==> config.mk <==
export PLATFORM = sky130hd
export DESIGN_NAME = css_length_to_fixed_px
export DESIGN_NICKNAME = d
export VERILOG_FILES = /design/src/rtl/cltfp_pkg.sv /design/src/rtl/cltfp_front.sv /design/src/rtl/cltfp_job_queue.sv /design/src/rtl/cltfp_scaler.sv /design/src/rtl/css_length_to_fixed_px.sv
export VERILOG_INCLUDE_DIRS = /design/src /design/src/rtl
export SDC_FILE = /design/constraint.sdc
export NUM_CORES = 2
export LEC_CHECK = 0
export ABC_AREA = 1
export CORE_MARGIN = 1
export CORE_UTILIZATION = 60
export CTS_CLUSTER_DIAMETER = 30
export DETAILED_ROUTE_END_ITERATION = 12
export DONT_BUFFER_PORTS = 1
export GPL_TIMING_DRIVEN = 0
export PLACE_DENSITY = 0.81
export SETUP_SLACK_MARGIN = 0.1
export SYNTH_ARGS = -nofsm -noshare
export SYNTH_HDL_FRONTEND = slang
export SYNTH_SLANG_ARGS = --single-unit
==> constraint.sdc <==
create_clock -name clk -period 7.6 [get_ports clk]
set_input_delay 1.52 -clock clk [delete_from_list [all_inputs] [get_ports clk]]
set_output_delay 1.52 -clock clk [all_outputs]
set_load 0.01 [all_outputs]
==> src/rtl/css_length_to_fixed_px_defines.svh <==
// assertion macros shared by the css length to pixel design files
`ifndef CSS_LENGTH_TO_FIXED_PX_DEFINES_SVH
`define CSS_LENGTH_TO_FIXED_PX_DEFINES_SVH

// same-cycle implication, checked out of reset
`define CLTFP_ASSERT_IMPLIES(lbl, ante, cons, msg) \
  lbl: assert property (@(posedge clk) disable iff (rst) (ante) |-> (cons)) \
    else $error(msg);

// next-cycle implication, checked out of reset
`define CLTFP_ASSERT_NEXT(lbl, ante, cons, msg) \
  lbl: assert property (@(posedge clk) disable iff (rst) (ante) |=> (cons)) \
    else $error(msg);

`endif

==> src/rtl/cltfp_pkg.sv <==
// shared types, constants and the power-of-ten table for the length converter
package cltfp_pkg;

  localparam int MANT_W = 40;
  localparam int FC_W   = 3;
  localparam int SCL_W  = 16;
  localparam int DIV_W  = 20;

  localparam logic [7:0] CHR_ZERO  = 8'd48;
  localparam logic [7:0] CHR_NINE  = 8'd57;
  localparam logic [7:0] CHR_DOT   = 8'd46;
  localparam logic [7:0] CHR_SPACE = 8'd32;
  localparam logic [7:0] CHR_E     = 8'd101;
  localparam logic [7:0] CHR_M     = 8'd109;

  // value used when no digit was seen, and the scale for plain pixels (1.0 in Q8.8)
  localparam logic [MANT_W-1:0] DEFAULT_VALUE = MANT_W'(16);
  localparam logic [SCL_W-1:0]  PX_SCALE      = SCL_W'(256);

  typedef struct packed {
    logic [MANT_W-1:0] mantissa;
    logic [FC_W-1:0]   frac_count;
    logic              digit_seen;
    logic              unit_em;
  } job_t;

  function automatic logic [DIV_W-1:0] pow10(input logic [FC_W-1:0] n);
    logic [DIV_W-1:0] r;
    case (n)
      3'd0:    r = DIV_W'(1);
      3'd1:    r = DIV_W'(10);
      3'd2:    r = DIV_W'(100);
      3'd3:    r = DIV_W'(1000);
      3'd4:    r = DIV_W'(10000);
      3'd5:    r = DIV_W'(100000);
      3'd6:    r = DIV_W'(1000000);
      default: r = DIV_W'(1);
    endcase
    return r;
  endfunction

endpackage

==> src/rtl/cltfp_front.sv <==
// character scanner: builds the decimal mantissa and unit match, emits a job on end
module cltfp_front #(
  parameter int FRAC_DIGITS = 4
) (
  input  logic              clk,
  input  logic              rst,
  input  logic              accept,
  input  logic [7:0]        char_code,
  input  logic              is_end,
  output cltfp_pkg::job_t   job,
  output logic              job_push
);
  import cltfp_pkg::*;

  typedef enum logic [1:0] {SCAN_NUM, SCAN_UNIT, SCAN_DONE} scan_t;
  typedef enum logic [1:0] {NUM_INT, NUM_FRAC, NUM_STOP} num_t;
  typedef enum logic [1:0] {UNIT_NONE, UNIT_E, UNIT_EM, UNIT_OTHER} unit_t;

  scan_t             scan_phase, scan_phase_next;
  num_t              number_phase, number_phase_next;
  unit_t             unit_match, unit_match_next;
  logic              digit_seen, digit_seen_next;
  logic [MANT_W-1:0] mantissa, mantissa_next;
  logic [FC_W-1:0]   frac_count, frac_count_next;

  logic              is_digit;
  logic [MANT_W+3:0] mant_x10;
  logic [MANT_W-1:0] mant_pushed;
  unit_t             unit_stepped;

  always_comb begin
    is_digit = char_code inside {[CHR_ZERO:CHR_NINE]};
    // low nibble of an ascii digit is its value
    mant_x10 = ({4'b0, mantissa} << 3) + ({4'b0, mantissa} << 1)
             + (MANT_W+4)'(char_code[3:0]);
    mant_pushed = (|mant_x10[MANT_W+3:MANT_W]) ? '1 : mant_x10[MANT_W-1:0];

    case (unit_match)
      UNIT_NONE: unit_stepped = (char_code == CHR_E) ? UNIT_E : UNIT_OTHER;
      UNIT_E:    unit_stepped = (char_code == CHR_M) ? UNIT_EM : UNIT_OTHER;
      default:   unit_stepped = UNIT_OTHER;
    endcase
  end

  always_comb begin
    scan_phase_next   = scan_phase;
    number_phase_next = number_phase;
    unit_match_next   = unit_match;
    digit_seen_next   = digit_seen;
    mantissa_next     = mantissa;
    frac_count_next   = frac_count;
    if (accept) begin
      if (is_end) begin
        scan_phase_next   = SCAN_NUM;
        number_phase_next = NUM_INT;
        unit_match_next   = UNIT_NONE;
        digit_seen_next   = 1'b0;
        mantissa_next     = '0;
        frac_count_next   = '0;
      end else begin
        case (scan_phase)
          SCAN_NUM: begin
            if (is_digit) begin
              if (number_phase == NUM_INT) begin
                digit_seen_next = 1'b1;
                mantissa_next   = mant_pushed;
              end else if (number_phase == NUM_FRAC) begin
                digit_seen_next = 1'b1;
                if (frac_count < FC_W'(FRAC_DIGITS)) begin
                  mantissa_next   = mant_pushed;
                  frac_count_next = frac_count + 1'b1;
                end
              end
            end else if (char_code == CHR_DOT) begin
              number_phase_next = (number_phase == NUM_INT) ? NUM_FRAC : NUM_STOP;
            end else if (char_code != CHR_SPACE) begin
              scan_phase_next = SCAN_UNIT;
              unit_match_next = unit_stepped;
            end
          end
          SCAN_UNIT: begin
            if (char_code == CHR_SPACE) begin
              scan_phase_next = SCAN_DONE;
            end else begin
              unit_match_next = unit_stepped;
            end
          end
          default: begin
            // unit ended, rest of the string is ignored
          end
        endcase
      end
    end
  end

  always_ff @(posedge clk) begin
    if (rst) begin
      scan_phase   <= SCAN_NUM;
      number_phase <= NUM_INT;
      unit_match   <= UNIT_NONE;
      digit_seen   <= 1'b0;
      mantissa     <= '0;
      frac_count   <= '0;
    end else begin
      scan_phase   <= scan_phase_next;
      number_phase <= number_phase_next;
      unit_match   <= unit_match_next;
      digit_seen   <= digit_seen_next;
      mantissa     <= mantissa_next;
      frac_count   <= frac_count_next;
    end
  end

  assign job_push       = accept && is_end;
  assign job.mantissa   = mantissa;
  assign job.frac_count = frac_count;
  assign job.digit_seen = digit_seen;
  assign job.unit_em    = (unit_match == UNIT_EM);

endmodule

==> src/rtl/cltfp_job_queue.sv <==
// two-entry job queue between the scanner and the scaler
`include "css_length_to_fixed_px_defines.svh"
module cltfp_job_queue (
  input  logic             clk,
  input  logic             rst,
  input  logic             push,
  input  cltfp_pkg::job_t  wdata,
  output logic             full,
  input  logic             pop,
  output cltfp_pkg::job_t  rdata,
  output logic             valid
);
  import cltfp_pkg::*;

  logic [1:0] count;
  job_t       slot0, slot1;

  assign full  = (count == 2'd2);
  assign valid = (count != 2'd0);
  assign rdata = slot0;

  always_ff @(posedge clk) begin
    if (rst) begin
      count <= 2'd0;
    end else begin
      case ({push, pop})
        2'b01: begin
          slot0 <= slot1;
          count <= count - 2'd1;
        end
        2'b10: begin
          if (count == 2'd0) begin
            slot0 <= wdata;
          end else begin
            slot1 <= wdata;
          end
          count <= count + 2'd1;
        end
        2'b11: begin
          if (count == 2'd1) begin
            slot0 <= wdata;
          end else begin
            slot0 <= slot1;
            slot1 <= wdata;
          end
        end
        default: begin
        end
      endcase
    end
  end

  `CLTFP_ASSERT_IMPLIES(a_no_push_when_full, full, !push, "job pushed into full queue")
  `CLTFP_ASSERT_IMPLIES(a_count_in_range, 1'b1, count != 2'd3, "job queue count out of range")

endmodule

==> src/rtl/cltfp_scaler.sv <==
// scaler: multiply by the unit scale, long-divide by the power of ten, saturate
`include "css_length_to_fixed_px_defines.svh"
module cltfp_scaler (
  input  logic                        clk,
  input  logic                        rst,
  input  logic                        job_valid,
  input  cltfp_pkg::job_t             job,
  output logic                        job_pop,
  input  logic [cltfp_pkg::SCL_W-1:0] em_scale,
  output logic                        res_valid,
  input  logic                        pop,
  output logic [31:0]                 px_value,
  output logic                        invalid
);
  import cltfp_pkg::*;

  localparam int PROD_W = MANT_W + SCL_W;
  localparam int CNT_W  = $clog2(PROD_W);

  typedef enum logic [1:0] {ST_IDLE, ST_MUL, ST_DIV, ST_DONE} state_t;

  state_t            state;
  logic [MANT_W-1:0] mult_a;
  logic [SCL_W-1:0]  mult_b;
  logic [FC_W-1:0]   fc;
  logic              sat;
  logic              inv;
  logic [PROD_W-1:0] dividend;
  logic [PROD_W-1:0] quo;
  logic [DIV_W-1:0]  rem;
  logic [DIV_W-1:0]  divisor;
  logic [CNT_W-1:0]  bit_cnt;

  logic [DIV_W:0]    trial;
  logic              ge;
  logic [DIV_W:0]    trial_sub;
  logic              load;

  always_comb begin
    trial     = {rem, dividend[PROD_W-1]};
    ge        = (trial >= {1'b0, divisor});
    trial_sub = trial - {1'b0, divisor};
  end

  assign job_pop = (state == ST_IDLE) && job_valid;
  assign load    = (state == ST_DONE) && (!res_valid || pop);

  always_ff @(posedge clk) begin
    if (rst) begin
      state     <= ST_IDLE;
      res_valid <= 1'b0;
    end else begin
      case (state)
        ST_IDLE: begin
          if (job_valid) begin
            mult_a <= job.digit_seen ? job.mantissa : DEFAULT_VALUE;
            mult_b <= job.unit_em ? em_scale : PX_SCALE;
            fc     <= job.digit_seen ? job.frac_count : '0;
            sat    <= job.digit_seen && (&job.mantissa);
            inv    <= !job.digit_seen;
            state  <= ST_MUL;
          end
        end
        ST_MUL: begin
          dividend <= mult_a * mult_b;
          divisor  <= pow10(fc);
          rem      <= '0;
          quo      <= '0;
          bit_cnt  <= CNT_W'(PROD_W - 1);
          state    <= ST_DIV;
        end
        ST_DIV: begin
          // restoring division, one quotient bit a cycle
          rem      <= ge ? trial_sub[DIV_W-1:0] : trial[DIV_W-1:0];
          quo      <= {quo[PROD_W-2:0], ge};
          dividend <= {dividend[PROD_W-2:0], 1'b0};
          bit_cnt  <= bit_cnt - 1'b1;
          if (bit_cnt == '0) begin
            state <= ST_DONE;
          end
        end
        ST_DONE: begin
          if (load) begin
            state <= ST_IDLE;
          end
        end
        default: begin
          state <= ST_IDLE;
        end
      endcase

      if (load) begin
        px_value  <= (sat || (|quo[PROD_W-1:32])) ? '1 : quo[31:0];
        invalid   <= inv;
        res_valid <= 1'b1;
      end else if (pop) begin
        res_valid <= 1'b0;
      end
    end
  end

  `CLTFP_ASSERT_IMPLIES(a_rem_below_divisor, state == ST_DIV, rem < divisor,
                        "division remainder not below divisor")
  `CLTFP_ASSERT_NEXT(a_load_gives_result, load, res_valid && state == ST_IDLE,
                     "finished item not placed in result register")

endmodule

==> src/rtl/css_length_to_fixed_px.sv <==
// top level: css length string to unsigned q24.8 pixel converter
// character items are taken one per cycle while the job queue has room (two entries)
// an end item's job passes the queue, then the scaler steps through start, multiply,
// 56 long-division steps (one quotient bit a cycle) and finish; finish waits on pop
// the scaler works on one end item at a time and takes the next job once it is done
// reset (rst, synchronous) clears scanner, job queue and result, sets em_scale to 16.0
module css_length_to_fixed_px #(
  parameter int FRAC_DIGITS = 4
) (
  input  logic        clk,
  input  logic        rst,
  // input side, queue style
  input  logic        push,
  output logic        full,
  input  logic [7:0]  char_code,
  input  logic        is_end,
  // result side, queue style
  output logic        empty,
  input  logic        pop,
  output logic [31:0] px_value,
  output logic        invalid,
  // configuration: pixels per em, unsigned q8.8
  input  logic        em_to_px_we,
  input  logic [15:0] em_to_px
);
  import cltfp_pkg::*;

  // scale register for the em unit
  logic [SCL_W-1:0] em_scale;

  logic  accept;
  logic  job_push;
  job_t  front_job;
  logic  q_full;
  logic  q_valid;
  job_t  q_job;
  logic  q_pop;
  logic  res_valid;

  // front side stalls only when the job queue is full
  assign full   = q_full;
  assign accept = push && !q_full;
  assign empty  = !res_valid;

  always_ff @(posedge clk) begin
    if (rst) begin
      em_scale <= SCL_W'(4096);
    end else if (em_to_px_we) begin
      em_scale <= em_to_px;
    end
  end

  // front: per-character scan, emits one job per end item
  cltfp_front #(
    .FRAC_DIGITS (FRAC_DIGITS)
  ) u_front (
    .clk       (clk),
    .rst       (rst),
    .accept    (accept),
    .char_code (char_code),
    .is_end    (is_end),
    .job       (front_job),
    .job_push  (job_push)
  );

  // short queue so the scanner keeps taking characters while the scaler works
  cltfp_job_queue u_queue (
    .clk   (clk),
    .rst   (rst),
    .push  (job_push),
    .wdata (front_job),
    .full  (q_full),
    .pop   (q_pop),
    .rdata (q_job),
    .valid (q_valid)
  );

  // back: scale, divide, saturate, hold result until popped
  cltfp_scaler u_scaler (
    .clk       (clk),
    .rst       (rst),
    .job_valid (q_valid),
    .job       (q_job),
    .job_pop   (q_pop),
    .em_scale  (em_scale),
    .res_valid (res_valid),
    .pop       (pop),
    .px_value  (px_value),
    .invalid   (invalid)
  );

endmodule

==> run summary <==
Post-DP Area - 44240 sq um
Startpoint Class - register
Hold Path Sink - u_queue.slot1[4]$_DFFE_PP_
Register Area - 11510 sq um
Asr flop ratio synth - 0%
Post-synth top area share - 24.89%
Post-synth EDFFs - 336
Mapped Area - 42870 sq um
Hold_buf cts - 0
N_diodes - 0
Distinct cells, synth - 55
PortBufs - 0
Remaining antenna violation count - 0
Commonest non-fill, non-tap cells in the layout - nand2_1 (1378), inv_1 (1276), fa_1 (533)
Post-synthesis sequential area ratio - 26.85%
Vias in the first global route - 35870
HP Class - reg -> reg
End of the worst register-to-register path - u_scaler.dividend[49]$_DFFE_PP_
Largest net degree at the start of global routing - 46
Syn Nets - 6051
Status - completed
Clock sink total - 407
Layout cell share with drive strength beyond 1 - 7.550%
First-pass GRT wire length - 194.7 mm
Site Rows - 97
H-tree depth - 3
Hold_sp - u_front.frac_count[2]$_SDFFE_PP0P_
Most common cell after layout, fill and taps aside - nand2_1
Mapped Cells - 5251
Max FO, Critical Path - 10
Final worst-path cycle share - 96.02%
F_max - 0.1370 GHz
I/O pins - 65
Endpoints failing setup - 0
Routability cong. - 1.021
Cell area after layout - 47100 sq um
Clock Skew - 0.06380 ns
Root Buffer - clkbuf_16
Max Cap Viol - 0
Mean number of vias per cell - 5.510
Post-CTS Setup Inserts - 0
Initial antenna violation count - 2
Synthesized area per cell - 8.164 sq um
GRT Overall Usage - 34.77%
Area growth syn-to-layout - 9.859%
RSZ-0062 raised after global routing - true
Starting Density - 60.90%
Vias - 34960
Worst reg2reg path depth - 25
Slew headroom - 22.51%
Wirelength per Cell - 19.36 um
Die height - 269.3 um
Worst path required time - 7.96 ns
Crit path max-delay cell type - clkbuf_1
Fillers - 5795
Post-synth top flop - edfxtp_1
Core area - 70390 sq um
R2r startpoint - u_scaler.mult_b[1]$_SDFFCE_PN0P_
First-pass detailed-route iteration total - 5
Total die area - 72530 sq um
DP HPWL - 97.45 mm
CP endpoint kind - register
Hold Vio Cnt, Final - 0
Multi-input gate area - 25600 sq um
Clk buf depth - 3
Slew Limit Fails - 0
Most Frequent Cell on Critical Path - inv_1
Die width - 269.3 um
#FFs+latches synth - 407
Final core utilization - 66.91%
Worst Hold Depth - 0
CTS Buf Count - 79
R2R Setup Slk - 0.30 ns
CTS tree - done
Setup CP Type - reg -> reg
DRT iter0 DRCs - 2830
Clk_lat worst skew - 0.67 ns
Wirelength, routed - 122.8 mm
CP peak stage delay - 0.61 ns
Clock slew at reported path FFs - 0.05 ns
Warnings, synthesis - 0
Measured slew at the worst slew-check pin - 1.158 ns
DRC viols - 0
Final-stage net count - 6138
Largest cells by area after synthesis - fa_1 (25%), edfxtp_1 (24%), nand2_1 (12%), inv_1 (11%), ha_1 (6.9%)
Cell taking the most area after synthesis - fa_1
Min Tclk post-route - 7.298 ns
Total grt overflow - 0
Setup TNS Final - 0 ns
WP data arrival - 7.65 ns
what timing repair did:
item / in CTS / in global routing
endpoints found under the setup margin: 0 / 14
gates resized for setup: 0 / 76
endpoints found under the hold margin: 0 / 0
cells in the mapped netlist, drive strengths merged (22+ instances only):
library cell / n
nor3: 26
clkbuf: 195
ha: 237
o21ai: 217
nand2: 1442
dfxtp: 71
edfxtp: 336
nor2: 283
fa: 533
xor2: 27
nand3: 166
xnor2: 28
inv: 1282
or2: 22
nand4: 41
a21oi: 211
buf: 25
routing by layer:
metal | part of all wire [%] | track usage [%] | up-vias | routed length, um
met2 | 47 | 57.54 | 1603 | 57810
met4 | 6.2 | 19.47 | 4 | 7619
li1 | - | - | 16040 | -
met1 | 39 | 43.44 | 16930 | 47780
met5 | 0.022 | 0 | - | 27
met3 | 7.8 | 5.806 | 378 | 9568
state kept, by name, indices dropped and copies added, names as in the netlist, 3 cells and up:
signal and cells:
em_scale 16, u_front.frac_count 3, u_front.mantissa 40, u_queue.rdata 45
u_queue.slot1 45, u_scaler.bit_cnt 6, u_scaler.dividend 56, u_scaler.divisor 14
u_scaler.fc 3, u_scaler.mult_a 40, u_scaler.mult_b 16, u_scaler.px_value 32
u_scaler.quo 56, u_scaler.rem 20
cells by family (layout without fill, tap and decap cells):
logic type	count (synthesis)	count (layout)	synth area share [%]
AOI/OAI and AO/OA	506	506	6.765
xor gates and xnor gates	55	55	1.124
adders and majority gates	770	770	31.81
buffers and inverters	1503	1656	13.52
DFF	407	407	26.85
and+or+nand+nor	2010	2010	19.94
layout make-up:
class	count	share of cell area (%)
plain buffers	217	2.155
clock buffers	96	4.482
clock inverters	51	1.501
inverters	1283	10.23
multi-input cells	3341	54.35
flip-flops and latches	407	24.44
well taps	940	2.497
repair buffers	9	0.3507
stage by stage:
stage	setup WS, ns	std cells	hold WS [ns]
floorplan	1.210	5251	0.4003
global placement	-0.5373	6191	0.4090
detailed placement	0.2585	6200	0.4338
CTS	0.2278	6347	0.4461
global route	0.07296	6344	0.4473
finish	0.3022	6344	0.4407
worst max-delay path by stage:
| stage | endpoint | startpoint | slack (ns) |
|---|---|---|---|
| after floorplan | u_queue.slot1[0]$_DFFE_PP_ | is_end | 1.21 |
| after CTS | u_scaler.dividend[51]$_DFFE_PP_ | u_scaler.mult_a[7]$_SDFFCE_PN0P_ | 0.23 |
| final | u_scaler.dividend[49]$_DFFE_PP_ | u_scaler.mult_b[1]$_SDFFCE_PN0P_ | 0.30 |
| after detailed placement | u_scaler.dividend[51]$_DFFE_PP_ | u_scaler.mult_a[7]$_SDFFCE_PN0P_ | 0.26 |
| after global placement | u_queue.slot1[17]$_DFFE_PP_ | is_end | -0.54 |
| after global routing | u_scaler.dividend[46]$_DFFE_PP_ | u_scaler.mult_a[13]$_SDFFCE_PN0P_ | 0.07 |
critical path: cells and delay by family (launching register included):
family                     cells  cell delay (ns)
adders and majority gates      7             3.61
and+or+nand+nor                9             1.43
AOI/OAI and AO/OA              1             0.40
DFF                            1             0.49
buffers and inverters          8             1.06
Power is left out: the tool's default activity adds up to more than one toggle a clock period on the data nets, which glitch-free logic cannot reach.
